### src/design/top_k_score_tracker_core_assert.svh
// ----------------------------------------------------------------------------
// Top-k score tracker assertion macros
// Shared forms for the concurrent checks of the tracker core.
// ----------------------------------------------------------------------------
`ifndef TOP_K_SCORE_TRACKER_CORE_ASSERT_SVH
`define TOP_K_SCORE_TRACKER_CORE_ASSERT_SVH

// same-cycle implication, disabled in reset
`define TKST_ASSERT_NOW(label, clk, rst, ante, cons) \
  label: assert property (@(posedge clk) disable iff (rst) (ante) |-> (cons)) \
    else $error("tkst: same-cycle check failed");

// next-cycle implication, disabled in reset
`define TKST_ASSERT_NEXT(label, clk, rst, ante, cons) \
  label: assert property (@(posedge clk) disable iff (rst) (ante) |=> (cons)) \
    else $error("tkst: next-cycle check failed");

`endif

### src/design/tkst_pkg.sv
// ----------------------------------------------------------------------------
// Top-k score tracker package
// Shared widths, entry and control types for the tracker core and its cells.
// ----------------------------------------------------------------------------
package tkst_pkg;

  localparam int TOP_COUNT_DEF = 16;
  localparam int KEEP_W        = 5;
  localparam int OFFSET_W      = 32;
  localparam int SCORE_W       = 32;

  typedef struct packed {
    logic [OFFSET_W-1:0]       offset;
    logic signed [SCORE_W-1:0] score;
  } entry_t;

  // per-cycle commands broadcast to every cell
  typedef struct packed {
    logic insert;
    logic drain;
  } cell_ctrl_t;

  // where a cell stands relative to the limit and the current fill
  typedef struct packed {
    logic active;
    logic open;
  } cell_pos_t;

  typedef enum logic {
    PH_COLLECT,
    PH_DRAIN
  } phase_t;

endpackage

### src/design/top_k_score_tracker_core.sv
// ----------------------------------------------------------------------------
// Top-k score tracker core
// Keeps the best keep_count (offset, score) items sorted by descending score.
// ----------------------------------------------------------------------------
// Input channel (in_valid / in_stall): one item per transfer, taken by a row
// of TOP_COUNT cells that all compare against the item at once; an item that
// ranks is written into its cell while every lower cell takes its upper
// neighbour, so a new item can follow in the next cycle.
// After an item with last_item set, the list is emitted on the output
// channel (out_valid / out_stall), best first, one entry per cycle while
// out_stall is low, with last_of_run on the final entry; the emit length
// equals the fill. in_stall is high for the whole emit phase. The output is
// cell 0 itself: a stall on the output holds the row and the current entry.
// Reset empties the list and sets keep_count to the built capacity, capped at
// the largest keep_count value; keep_count writes are taken at any time but
// are meant for idle periods, and a lowered keep_count trims the list at the
// next item. Zero is treated as one.
// ----------------------------------------------------------------------------
`include "top_k_score_tracker_core_assert.svh"

module top_k_score_tracker_core #(
  parameter int TOP_COUNT = tkst_pkg::TOP_COUNT_DEF
) (
  input  logic                                clk,
  input  logic                                rst,
  input  logic                                cfg_wr_en,
  input  logic [tkst_pkg::KEEP_W-1:0]          cfg_wr_data,
  input  logic                                in_valid,
  output logic                                in_stall,
  input  logic [tkst_pkg::OFFSET_W-1:0]        item_offset,
  input  logic signed [tkst_pkg::SCORE_W-1:0]  score,
  input  logic                                last_item,
  output logic                                out_valid,
  input  logic                                out_stall,
  output logic [tkst_pkg::OFFSET_W-1:0]        ranked_offset,
  output logic signed [tkst_pkg::SCORE_W-1:0]  ranked_score,
  output logic                                last_of_run
);

  localparam int CW        = $clog2(TOP_COUNT + 1);
  localparam int WW        = (CW > tkst_pkg::KEEP_W) ? CW : tkst_pkg::KEEP_W;
  localparam int KeepMax   = (1 << tkst_pkg::KEEP_W) - 1;
  localparam int KeepReset = (TOP_COUNT > KeepMax) ? KeepMax : TOP_COUNT;

  logic [tkst_pkg::KEEP_W-1:0] keep_count;
  logic [CW-1:0]               filled_count;
  logic [CW-1:0]               filled_count_next;
  logic [CW-1:0]               k_eff;
  logic [CW-1:0]               f_eff;
  logic [WW-1:0]               keep_wide;

  tkst_pkg::phase_t phase;
  tkst_pkg::phase_t phase_next;

  logic                        in_xfer;
  logic                        out_xfer;
  logic                        inserted;
  tkst_pkg::cell_ctrl_t        ctrl;
  tkst_pkg::entry_t            in_entry;
  tkst_pkg::entry_t            cell_entry [TOP_COUNT];
  logic [TOP_COUNT-1:0]        beats;

  assign in_xfer  = in_valid && !in_stall;
  assign out_xfer = out_valid && !out_stall;

  // clamp the limit to 1..TOP_COUNT
  assign keep_wide = WW'(keep_count);
  always_comb begin
    if (keep_wide == '0) begin
      k_eff = CW'(1);
    end else if (keep_wide > WW'(TOP_COUNT)) begin
      k_eff = CW'(TOP_COUNT);
    end else begin
      k_eff = CW'(keep_wide);
    end
  end

  // trim the fill when the limit was lowered
  assign f_eff = (filled_count > k_eff) ? k_eff : filled_count;

  assign in_entry.offset = item_offset;
  assign in_entry.score  = score;

  assign ctrl.insert = in_xfer;
  assign ctrl.drain  = out_xfer;

  // inactive cells never beat, so any beat means the item ranks
  assign inserted = |beats;

  generate
    for (genvar i = 0; i < TOP_COUNT; i++) begin : g_cell
      tkst_pkg::cell_pos_t pos;
      logic                prev_beats;
      tkst_pkg::entry_t    prev_entry;
      tkst_pkg::entry_t    next_entry;

      assign pos.active = CW'(i) < k_eff;
      assign pos.open   = CW'(i) >= f_eff;

      if (i == 0) begin : g_head
        assign prev_beats = 1'b0;
        assign prev_entry = in_entry;
      end else begin : g_body
        assign prev_beats = beats[i-1];
        assign prev_entry = cell_entry[i-1];
      end

      if (i == TOP_COUNT - 1) begin : g_tail
        assign next_entry = cell_entry[i];
      end else begin : g_mid
        assign next_entry = cell_entry[i+1];
      end

      tkst_cell u_cell (
        .clk        (clk),
        .ctrl       (ctrl),
        .pos        (pos),
        .in_entry   (in_entry),
        .prev_beats (prev_beats),
        .prev_entry (prev_entry),
        .next_entry (next_entry),
        .beats      (beats[i]),
        .entry      (cell_entry[i])
      );
    end
  endgenerate

  // next state
  always_comb begin
    phase_next = phase;
    case (phase)
      tkst_pkg::PH_COLLECT: begin
        if (in_xfer && last_item) begin
          phase_next = tkst_pkg::PH_DRAIN;
        end
      end
      tkst_pkg::PH_DRAIN: begin
        if (out_xfer && (filled_count == CW'(1))) begin
          phase_next = tkst_pkg::PH_COLLECT;
        end
      end
      default: phase_next = tkst_pkg::PH_COLLECT;
    endcase
  end

  // outputs
  always_comb begin
    case (phase)
      tkst_pkg::PH_COLLECT: begin
        in_stall  = 1'b0;
        out_valid = 1'b0;
      end
      tkst_pkg::PH_DRAIN: begin
        in_stall  = 1'b1;
        out_valid = 1'b1;
      end
      default: begin
        in_stall  = 1'b1;
        out_valid = 1'b0;
      end
    endcase
  end

  assign ranked_offset = cell_entry[0].offset;
  assign ranked_score  = cell_entry[0].score;
  assign last_of_run   = (filled_count == CW'(1));

  // the fill doubles as the emit count during drain
  always_comb begin
    filled_count_next = filled_count;
    if (in_xfer) begin
      if (inserted && (f_eff < k_eff)) begin
        filled_count_next = f_eff + CW'(1);
      end else begin
        filled_count_next = f_eff;
      end
    end else if (out_xfer) begin
      filled_count_next = filled_count - CW'(1);
    end
  end

  always_ff @(posedge clk) begin
    if (rst) begin
      phase        <= tkst_pkg::PH_COLLECT;
      filled_count <= '0;
      keep_count   <= tkst_pkg::KEEP_W'(KeepReset);
    end else begin
      phase        <= phase_next;
      filled_count <= filled_count_next;
      if (cfg_wr_en) begin
        keep_count <= cfg_wr_data;
      end
    end
  end

  `TKST_ASSERT_NEXT(a_last_starts_drain, clk, rst, in_xfer && last_item, out_valid)
  `TKST_ASSERT_NEXT(a_drain_ends, clk, rst, out_xfer && last_of_run, !out_valid)
  `TKST_ASSERT_NEXT(a_append_grows, clk, rst, in_xfer && (f_eff < k_eff), filled_count == ($past(f_eff) + CW'(1)))
  `TKST_ASSERT_NOW(a_drain_nonempty, clk, rst, phase == tkst_pkg::PH_DRAIN, filled_count != '0)

endmodule

### src/design/tkst_cell.sv
// ----------------------------------------------------------------------------
// Top-k score tracker cell
// One rank of the sorted list: compares the broadcast item with its own entry,
// takes the item or its upper neighbour's entry on insert, and shifts up on
// drain.
// ----------------------------------------------------------------------------
module tkst_cell (
  input  logic                clk,
  input  tkst_pkg::cell_ctrl_t ctrl,
  input  tkst_pkg::cell_pos_t  pos,
  input  tkst_pkg::entry_t     in_entry,
  input  logic                prev_beats,
  input  tkst_pkg::entry_t     prev_entry,
  input  tkst_pkg::entry_t     next_entry,
  output logic                beats,
  output tkst_pkg::entry_t     entry
);

  tkst_pkg::entry_t entry_next;

  // strictly greater, so an equal score stays behind the earlier item
  assign beats = pos.active && (pos.open || (in_entry.score > entry.score));

  always_comb begin
    entry_next = entry;
    if (ctrl.drain) begin
      entry_next = next_entry;
    end else if (ctrl.insert) begin
      if (prev_beats) begin
        entry_next = prev_entry;
      end else if (beats) begin
        entry_next = in_entry;
      end
    end
  end

  always_ff @(posedge clk) begin
    entry <= entry_next;
  end

endmodule
### config.mk
export PLATFORM = sky130hd
export DESIGN_NAME = top_k_score_tracker_core
export DESIGN_NICKNAME = d
export VERILOG_FILES = /design/src/design/tkst_pkg.sv /design/src/design/top_k_score_tracker_core.sv /design/src/design/tkst_cell.sv
export VERILOG_INCLUDE_DIRS = /design/src /design/src/design
export SDC_FILE = /design/constraint.sdc
export NUM_CORES = 2
export LEC_CHECK = 0
export ABC_AREA = 1
export BUFFER_PORTS_ARGS = -buffer_cell sky130_fd_sc_hd__buf_2
export CAP_MARGIN = 20
export CORE_UTILIZATION = 50
export CTS_BUF_LIST = sky130_fd_sc_hd__clkbuf_16
export DETAILED_ROUTE_END_ITERATION = 10
export GPL_ROUTABILITY_DRIVEN = 1
export PLACE_DENSITY = 0.72
export SKIP_CTS_REPAIR_TIMING = 1
export SLEW_MARGIN = 15
export SYNTH_ARGS = -nofsm -noshare
export SYNTH_HDL_FRONTEND = slang
export SYNTH_SLANG_ARGS = --single-unit
### constraint.sdc
create_clock -name clk -period 22.4 [get_ports clk]
set_clock_uncertainty 0.05 [all_clocks]
set_input_delay 1.12 -clock clk [delete_from_list [all_inputs] [get_ports clk]]
set_output_delay 1.12 -clock clk [all_outputs]
set_load 0.03 [all_outputs]
# == Yosys cells after proc, flatten, opt, wreduce, memory -nomap -nowiden ==
# Cells that the tools add are included.
# word_totals
register_bits,1035
input_bits,75
wordCells,236
# classes
addsub,2
n_lt_le_gt_ge,51
eq_ne,1
n_mux,71
n_bitwise,2
reduce_logical,74
# ops
operator,n
$mux W64,61
$gt A32 B32 Y1,16
$reduce_bool A3 Y1,14
$ge A4 B5 Y1 const A,8
$lt A4 B5 Y1 const A,8
$mux W5,6
$reduce_and A2 Y1,15
$logic_and A1 B1 Y1,21
$ge A3 B5 Y1 const A,4
$lt A3 B5 Y1 const A,4
$logic_or A1 B1 Y1,16
$reduce_or A16 Y1,1
$ge A1 B5 Y1 const A,2
$ge A2 B5 Y1 const A,2
$lt A1 B5 Y1 const A,2
$lt A2 B5 Y1 const A,2
$reduce_bool A2 Y1,3
$add A5 B1 Y5 const B,1
$eq A5 B1 Y1 const B,1
$gt A5 B5 Y1,1
$gt A5 B5 Y1 const B,1
$logic_not A5 Y1,1
$lt A5 B5 Y1,1
$sub A5 B1 Y5 const B,1
5 further kinds,9

# == Depth between registers and ports, before layout ==
# logic_depth
ltp_word,12
ltp_mapped,30
depth_no_buf,30

# == Cells and area by module ==
# Synthesis repeated with hierarchy kept, for this count alone.
# hier_totals
cells_unflattened,8235
hier_area_um2,66576.4
# modules_own_cells
mod,instances,cells_each,area_per_inst_um2
tkst_cell,16,500,4073.9
top_k_score_tracker_core,1,235,1393.8

# == Least setup slack after synthesis ==
# No wires, ideal clock.
# synth_timing
path_kind,in2reg
startpoint,in score[0] in the netlist's numbering
endpoint,"reg g_cell[0].u_cell.entry[0] in the netlist's numbering, enable pin"
setup_ns,0.574
arrival_time_ns,7.517
setup_slack_ns,14.259
stages,18
path_buffers,2
path_cell_list,inv_1 -> clkbuf_1 -> ha_1 -> inv_1 -> nand2_1 -> nand2_1 -> nand2_1 -> nand2_1 -> nand2_1 -> nand2_1 -> nand2_1 -> nand2_1 -> nand2_1 -> nand3b_1 -> nand2_1 -> a21oi_4 -> clkbuf_1 -> o21ai_0
# synth_via
elab_chain_cells,5
# synth_lines
element,line,text
start: declaration,top_k_score_tracker_core.sv:31,"input logic signed [tkst_pkg::SCORE_W-1:0] score,"
$gt A32 B32 Y1,tkst_cell.sv:22,assign beats = pos.active && (pos.open || (in_entry.score > entry.score));
$logic_or A1 B1 Y1,tkst_cell.sv:22,
$logic_and A1 B1 Y1,tkst_cell.sv:22,
$reduce_bool A2 Y1 (no source line),n/a,
$reduce_and A2 Y1 (no source line),n/a,
end signal: assignment,tkst_cell.sv:38,entry <= entry_next;
end: declaration,tkst_cell.sv:16,output tkst_pkg::entry_t entry
# No other way between the ends.
# A chain may end at the register's enable or synchronous reset.

# == Worst setup path in the final report ==
# layout_timing
startpoint,reg keep_count[2] in the netlist's numbering
endpoint,"reg g_cell[4].u_cell.entry[15] in the netlist's numbering, enable pin"
# layout_via
elab_chain_cells,10
word_cells_on_any_way,16
# layout_lines
element,line,text
start: declaration,top_k_score_tracker_core.sv:45,logic [tkst_pkg::KEEP_W-1:0] keep_count;
start signal: assignment,top_k_score_tracker_core.sv:186,keep_count <= tkst_pkg::KEEP_W'(KeepReset);
start signal: assignment,top_k_score_tracker_core.sv:191,keep_count <= cfg_wr_data;
$gt A5 B5 Y1,top_k_score_tracker_core.sv:71,end else if (keep_wide > WW'(TOP_COUNT)) begin
$mux W5,top_k_score_tracker_core.sv:71,
$mux W5 (*),top_k_score_tracker_core.sv:69,if (keep_wide == '0) begin
$gt A5 B5 Y1,top_k_score_tracker_core.sv:79,assign f_eff = (filled_count > k_eff) ? k_eff : filled_count;
$mux W5,top_k_score_tracker_core.sv:79,
$ge A2 B5 Y1 or $ge A3 B5 Y1 (tied branches),top_k_score_tracker_core.sv:98,assign pos.open = CW'(i) >= f_eff;
$logic_or A1 B1 Y1,tkst_cell.sv:22,
$logic_and A1 B1 Y1,tkst_cell.sv:22,
$reduce_bool A3 Y1 (no source line) (*),n/a,
$reduce_and A2 Y1 (no source line) (*),n/a,
end signal: assignment,tkst_cell.sv:38,
end: declaration,tkst_cell.sv:16,
# Mark *: on every way between the ends. The rest lies on a longest branch, timed or not.

==> impl_metrics.yaml <==
layout:
  num-nets-final: 7981
  syn2layout_area_growth_pct: 8.10
  finished_cell_area_sq_um: 69400
  drive_above_1_share: 0.0573
critical_path:
  end_kind: "register"
  worst-endpoint-arrival_ps: 6340
  data_required_critical_path_ps: 22730
  worstSetupStartpointType: "register"
  critical_path_start_end_classification: "register to register"
  critical_path.max_fanout: 68
placement:
  port-buffer-count: 141
  globalplace.congestion: 0.986
  dpl-instance-area_sq_um: 65700
  place_worst_setup_slack_ps: 16010
  dp_hpwl_microns: 127000
logic_synthesis:
  syn-mean-instance-area_sq_um: 8.50
  synthesis.yosys.warnings: 0
  netlist_instances: 7553
  synth.distinct_cells: 41
  postSynthRegisterBits: 1035
  synthesis.area_sq_um: 64200
  syn_nets: 8154
  synth_sequential_area_ratio: 0.482
routing:
  route.detailed.vias_per_inst: 5.97
  dr_wl_met3_microns: 20800
  dr.first_iter.drc_count: 6700
  m1WireLength_microns: 78700
  met2_length_microns: 87300
  route.detailed.drc: 0
  avgRoutedWirePerCell_microns: 21.1
  top_layer: "met5"
  routed_wire_length_microns: 193000
  num_vias: 54600
  final_antenna_net_count: 0
  detailedRoute.firstPassIterationCount: 6
timing:
  fin_setup_tns_ps: 0
  rsz0062_at_grt: "no"
  finalHoldWorstSlack_ps: 436
  worst_slew_pin_slew_ps: 1390
  timing_hold_violations_final: 0
  min_period_over_period: 0.268
  setup_ws_ps: 16390
  timing.max_slew.rel_slack: 0.0700
  finalMaxSlewViolations: 0
  final-setup-viol-count: 0
  finalWorstPathRequiredPeriod_ps: 6010
  max_freq_ghz: 0.166
floorplan:
  floorplan.core_area_sq_um: 128000
  initial_utilization: 0.504
  ios: 142
  floorplan.die_area_sq_um: 130000
  dieHeight_microns: 360
  die_width_microns: 360
  placement_rows: 131
grt:
  grt_pass1_vias: 51100
  globalRouteTotalUtil: 0.289
  global_route.overflow_total: 0
  grt_pass1_wl_microns: 294000
  antenna_violations_before_repair: 15
  grt_start_max_net_pins: 278
clock_tree:
  cts-buffers-inserted: 114
  clock-root-buffer: "clkbuf_16"
  number_of_sinks_handled_by_clock_tree_synthesis: 1035
  clkTransAtPathRegs_ps: 70
  clock_tree_from_tritoncts: "done"
  htree_levels: 3
  worstSkewPairLatency_ps: 760
  cts-root-to-sink-buffers: 3
power:
  switching_share: 0.426
  p_per_area_nw_per_um2: 141
  share_clk_of_total_power: 0.189
  ir_drop_mv: 0.112
  internal_power_mw: 5.64
  p_leak_nw: 27.9
  report.power.total_mw: 9.81
  total_switching_power_mw: 4.18
  power.share.sequential: 0.393
  power_frac_comb: 0.418
worst_hold_path:
  min-delay-path-class: "register to register"
outcome:
  status: "finished clean"
job:
  drv_cap: 0
-- kinds of logic after synthesis --
group           after synthesis  synth area share
xor+xnor                      3          0.000409
compound gates             2766             0.219
flops                      1035             0.482
simple gates               1959             0.120
fa+ha+maj                   526             0.102
buf+inv                    1264            0.0761
-- worst paths after layout --
check,start,to,slack [ps],cells past startpoint
worst min-delay path,keep_count[1],keep_count[1],440,2
worst max register to register,keep_count[2],g_cell[4].u_cell.entry[15],16390,19
worst max-delay path,keep_count[2],g_cell[4].u_cell.entry[15],16390,19
worst min register to register,keep_count[1],keep_count[1],440,2
-- Yosys cell counts (all sizes together) --
library cell / instances / area, sq um
nor3: 15 / 75.1
xor2: 3 / 26.3
nand2: 1616 / 6160
edfxtp: 1024 / 30700
nor2: 209 / 795
or2: 1 / 6.26
nor4: 7 / 43.8
o21bai: 5 / 37.5
buf: 150 / 701
o21a: 28 / 210
a211oi: 1 / 20.0
dfxtp: 11 / 220
o21ai: 1997 / 10000
a21oi: 705 / 3540
a21o: 14 / 105
clkinv: 1 / 3.75
a31oi: 13 / 81.3
and3: 4 / 25.0
nand4: 38 / 238
clkbuf: 341 / 1280
o31ai: 1 / 7.51
o211ai: 1 / 7.51
nand3: 64 / 333
nand3b: 2 / 15.0
and2: 3 / 18.8
inv: 772 / 2900
ha: 526 / 6580
a21boi: 1 / 7.51
-- cells in the final DEF, fill, tap and decap left out, types with 9 or more instances in the layout --
cell type,Yosys,routed
dfxtp_1,11,11
clkinv_1,1,28
o21a_1,28,28
clkbuf_16,0,115
a21o_1,14,14
o21ai_0,1967,1966
a21oi_1,704,703
nand2_1,1595,1586
inv_1,766,783
buf_4,2,54
nand4_1,38,38
clkinv_2,0,33
nand2_4,8,22
edfxtp_1,1024,1024
bufinv_16,0,9
nor2_1,205,204
nand3_1,63,63
ha_1,526,526
nor3_1,15,15
o21ai_1,25,25
buf_2,104,142
-- registers in the layout, summed over array words and instances (netlist names) --
name                 cells
g_cell.u_cell.entry   1024
filled_count             5
keep_count               5
phase                    1
-- power groups by stage --
stage	logic (mW)	registers (mW)	clock network (mW)
after floorplan	2.76	3.78	0
after global placement	3.85	3.84	0
after detailed placement	4.01	3.86	0
after CTS	4.03	3.84	1.87
after global routing	4.60	3.94	1.94
final	4.11	3.85	1.85
-- through the flow --
stage | utilization | cells
2_1_floorplan | - | 7553
3_3_place_gp | 0.515 | 8921
3_5_place_dp | 0.515 | 8922
4_1_cts | 0.543 | 9131
5_1_grt | 0.544 | 9138
6_report | 0.544 | 9141
-- routing by layer --
| metal | GRT usage | up-vias |
|---|---|---|
| met5 | 0 | - |
| met3 | 0.0602 | 364 |
| met2 | 0.459 | 2688 |
| li1 | - | 25800 |
| met4 | 0.0954 | 10 |
| met1 | 0.394 | 25700 |
-- area by class of cell --
class | count | area (sq um)
Timing Repair Buffer | 202 | 1260
Sequential cell | 1035 | 31000
Fill cell | 11400 | 58100
Tap cell | 1662 | 2080
Inverter | 773 | 2920
Clock buffer | 115 | 2880
Multi-Input combinational cell | 5254 | 28600
Antenna cell | 6 | 15.0
Clock inverter | 94 | 684
-- worst max-delay path: stages, from the launching register on --
cell and delay, ps:
dfxtp_1 400, inv_1 100, nor2_1 190, inv_1 150
ha_1 320, nand2_1 60, nor2_2 110, nand2_1 180
nand2_4 200, nand2_1 100, o21ai_2 160, ha_1 240
inv_1 70, nand2_4 80, o21ai_1 140, nand2_1 150
nand2_4 460, buf_4 620, a31oi_4 940, buf_4 750
(Power assumes the default switching activity.)
